### src/hw/rtl/sse_pkg.sv
// Shared types and constants for the scale-space extremum detector.
package sse_pkg;

  localparam int unsigned MaxWidth   = 2048;
  localparam int unsigned MaxHeight  = 2048;
  localparam int unsigned SampleBits = 16;
  localparam int unsigned ColBits    = $clog2(MaxWidth);
  localparam int unsigned RowBits    = $clog2(MaxHeight);
  localparam int unsigned GeomBits   = 12;
  localparam int unsigned MarginBits = 10;
  localparam int unsigned ThreshBits = 15;
  localparam int unsigned CfgDataBits = 16;

  typedef logic signed [SampleBits-1:0] sample_t;

  typedef enum logic [1:0] {
    RegFrameWidth        = 2'd0,
    RegFrameHeight       = 2'd1,
    RegBorderMargin      = 2'd2,
    RegContrastThreshold = 2'd3
  } cfg_reg_e;

  typedef struct packed {
    sample_t lower_sample;
    sample_t middle_sample;
    sample_t upper_sample;
  } in_word_t;

  typedef struct packed {
    logic [RowBits-1:0] center_row;
    logic [ColBits-1:0] center_col;
    sample_t            center_value;
    logic               is_extremum;
  } out_word_t;

  // One window column of one layer: oldest line on top.
  typedef struct packed {
    sample_t top;
    sample_t mid;
    sample_t bot;
  } sse_col_t;

  typedef struct packed {
    logic above;
    logic below;
  } sse_cmp_t;

endpackage

### src/hw/rtl/sse_cell.sv
// One window column of one layer: shifts to its neighbor and compares with the center.
module sse_cell (
  input  logic                clk_i,
  input  logic                en_i,
  input  sse_pkg::sse_col_t   col_i,
  input  sse_pkg::sample_t    center_i,
  output sse_pkg::sse_col_t   col_o,
  output sse_pkg::sse_cmp_t   cmp_o
);

  sse_pkg::sse_col_t col_q;

  always_ff @(posedge clk_i) begin
    if (en_i) begin
      col_q <= col_i;
    end
  end

  always_comb begin
    cmp_o.above = (center_i > col_q.top) || (center_i > col_q.mid) ||
                  (center_i > col_q.bot);
    cmp_o.below = (center_i < col_q.top) || (center_i < col_q.mid) ||
                  (center_i < col_q.bot);
  end

  assign col_o = col_q;

endmodule
### config.mk
export PLATFORM = sky130hd
export DESIGN_NAME = sse_cell
export DESIGN_NICKNAME = d
export VERILOG_FILES = /design/src/hw/rtl/sse_pkg.sv /design/src/hw/rtl/sse_cell.sv
export SDC_FILE = /design/constraint.sdc
export NUM_CORES = 1
export LEC_CHECK = 0
export BUFFER_PORTS_ARGS = -buffer_cell sky130_fd_sc_hd__buf_2
export CORE_MARGIN = 5
export CORE_UTILIZATION = 35
export CTS_BUF_LIST = sky130_fd_sc_hd__clkbuf_4 sky130_fd_sc_hd__clkbuf_8 sky130_fd_sc_hd__clkbuf_16
export DETAILED_ROUTE_END_ITERATION = 16
export GPL_ROUTABILITY_DRIVEN = 0
export RECOVER_POWER = 25
export SETUP_SLACK_MARGIN = 0.1
export SYNTH_ARGS = -nofsm -noshare
export SYNTH_HDL_FRONTEND = slang
export SYNTH_SLANG_ARGS = --single-unit
### constraint.sdc
create_clock -name clk_i -period 4.5 [get_ports clk_i]
set_input_delay 0.225 -clock clk_i [delete_from_list [all_inputs] [get_ports clk_i]]
set_output_delay 0.225 -clock clk_i [all_outputs]
set_load 0.02 [all_outputs]
==> results.py <==
metrics = {
    "logic_synthesis": {
        "synth_area_per_cell_um2": 12.16,
        "synth_edf_count": 48,
        "synth_cell_type_count": 27,
        "synth_ff_type": "edfxtp_1",
        "synth_seq_cells": 48,
        "synth_fp_nets": 336,
        "ys_async_sr_fraction": 0,
        "syn_area_mm2": 0.002700,
        "synth_seq_area_share": 0.5338,
        "syn_inst": 222,
        "ys_warn_count": 0,
    },
    "floorplanning": {
        "core-area_mm2": 0.007607,
        "die-area_mm2": 0.009571,
        "die_w_um": 97.83,
        "num_rows": 32,
        "start_util": 0.3549,
        "num_io_pins": 116,
        "floorplan.die.height_um": 97.83,
    },
    "route": {
        "via_count": 2027,
        "final_antenna_net_count": 0,
        "drt_iter0_drc": 64,
        "drc": 0,
        "wl_per_cell_um": 14.58,
        "drtPass1Iterations": 4,
        "wl_um": 6516,
        "vias_per_cell": 4.535,
    },
    "placed_design": {
        "dp_slack_ns": 1.824,
        "place_inst": 439,
        "hpwl_um": 5451,
        "port_buffers": 115,
        "place_area_mm2": 0.003403,
    },
    "timing": {
        "hold_viol_final": 0,
        "fmax_ghz": 0.3341,
        "tightest_slew_ns": 1.111,
        "setup_ws_ns": 1.507,
        "drv_slew": 0,
        "fin_crit_sh": 0.6651,
        "holdWs_ns": 0.09496,
        "relSlewSlack": 0.2594,
        "setup_viol": 0,
        "rsz0062_at_grt": "no",
        "tns_ns": 0,
        "layout_min_cycle_time_ns": 2.993,
    },
    "setup_path": {
        "cp-start-kind": "register",
        "cp_data_required_time_ns": 4.28,
        "critPathKind": "reg2out",
        "cp_max_fo": 4,
        "cp-end-kind": "output pin",
        "arrival_ns": 2.77,
    },
    "clock_tree": {
        "cts_buffers": 5,
        "clock_sinks": 48,
        "cts_tree": "done",
        "cts_setup_buffers": 0,
        "cts_htree_levels": 2,
        "root_buffer": "clkbuf_8",
        "cts.path.max_buffers": 2,
        "path_clk_slew_ns": 0.09,
        "ctsHoldBuffers": 0,
        "cts.repair.resized": 0,
    },
    "cells_and_area": {
        "seq_area_mm2": 0.001441,
        "n_antenna_cell": 0,
        "multi_input_comb_area_mm2": 0.001075,
        "layout_common_cells": "buf_2 (115), inv_1 (49), ha_1 (48), edfxtp_1 (48), a21oi_1 (17)",
        "final_cells": 447,
        "layout_commonest_cell": "buf_2",
        "layout-drive-gt1-share": 0.3681,
        "final_nets": 458,
        "final_area_mm2": 0.003491,
        "largest_register_ffs": 48,
        "fillCellCount": 759,
        "area_growth_pct": 29.29,
    },
    "power": {
        "p_leak_uw": 0.001759,
        "powerDensity_mw_per_mm2": 305.9,
        "ir_worst_vdd_mv": 0.1733,
    },
    "worst_hold_path": {
        "holdPathStages": 1,
        "worstHoldEndpoint": "col_o[14]$_DFFE_PP_",
        "min-delay-start": "col_i[14]",
        "hold_path_class": "in2reg",
    },
    "grt": {
        "grt_usage": 0.1381,
        "grt_pass1_vias": 2143,
        "grt_pass1_wl_um": 10470,
        "grt_remaining_overflow": 0,
        "grt_max_degree": 49,
        "antenna_found_initial": 0,
    },
    "flow_run": {
        "drv_cap": 0,
    },
    "status": {
        "status": "complete, no violations",
    },
}
power breakdown:
group	total (uW)	switching (uW)	leakage [uW]	internal (uW)
Combinational	256	153	0.00124	104
Sequential	548	15.9	0.000470	532
Clock	263	143	0.0000467	121
synth_stat cells, types with 2 or more instances:
cell type / n / area, um^2
and4_1: 2 / 17.52
o21ai_0: 5 / 25.02
nand2_1: 8 / 30.03
nand3_1: 6 / 30.03
a21o_1: 5 / 37.54
nor3_1: 2 / 10.01
inv_1: 49 / 183.9
nand4_1: 8 / 50.05
a211oi_1: 3 / 22.52
a221o_1: 2 / 20.02
ha_1: 48 / 600.6
nor2_1: 3 / 11.26
mux2_2: 3 / 33.78
nand2b_1: 2 / 12.51
edfxtp_1: 48 / 1441
a21oi_1: 17 / 85.08
routing by layer:
metal	global-route usage	routed length [um]	vias to the layer above
li1	-	-	1045
met1	0.1622	2663	913
met2	0.2435	3314	67
met3	0.04643	513	2
met4	0.03195	25	0
met5	0	0	-
worst max-delay path: stages (launching register included):
cell	delay [ns]
edfxtp_1	0.35
inv_1	0.05
ha_1	0.32
nand4_1	0.20
nor4_1	0.48
a221o_1	0.23
mux2_2	0.35
a221o_1	0.33
buf_2	0.17
worst max path at each step:
stage | start | end | cells after the start
2_1_floorplan | col_o[25]$_DFFE_PP_ | cmp_o[1] | 8
5_1_grt | col_o[31]$_DFFE_PP_ | cmp_o[1] | 8
3_5_place_dp | col_o[31]$_DFFE_PP_ | cmp_o[1] | 8
6_report | col_o[31]$_DFFE_PP_ | cmp_o[1] | 8
3_3_place_gp | center_i[15] | cmp_o[1] | 8
4_1_cts | col_o[31]$_DFFE_PP_ | cmp_o[1] | 8
cell type report:
class / count / share of cell area
Clock buffer: 7 / 0.02401
Clock inverter: 1 / 0.001075
Inverter: 49 / 0.05269
Multi-Input combinational cell: 125 / 0.3079
Sequential cell: 48 / 0.4129
Tap cell: 102 / 0.03656
Timing Repair Buffer: 115 / 0.1649
through the flow:
stage / util / total power [uW]
CTS: 0.4589 / 1087
global route: 0.4589 / 1142
global placement: 0.4474 / 813.5
finish: 0.4589 / 1068
floorplan: - / 707.8
detailed placement: 0.4474 / 819.3
logic make-up after synthesis:
logic type               share of synthesized area
flip-flops                                  0.5338
buffers and inverters                      0.06812
AND/OR/NAND/NOR                            0.08064
AO/OA/AOI/OAI                              0.07878
adder cells (fa/ha/maj)                     0.2224
multiplexers                               0.01622
Note: power is estimated with default switching activity, not from simulation.
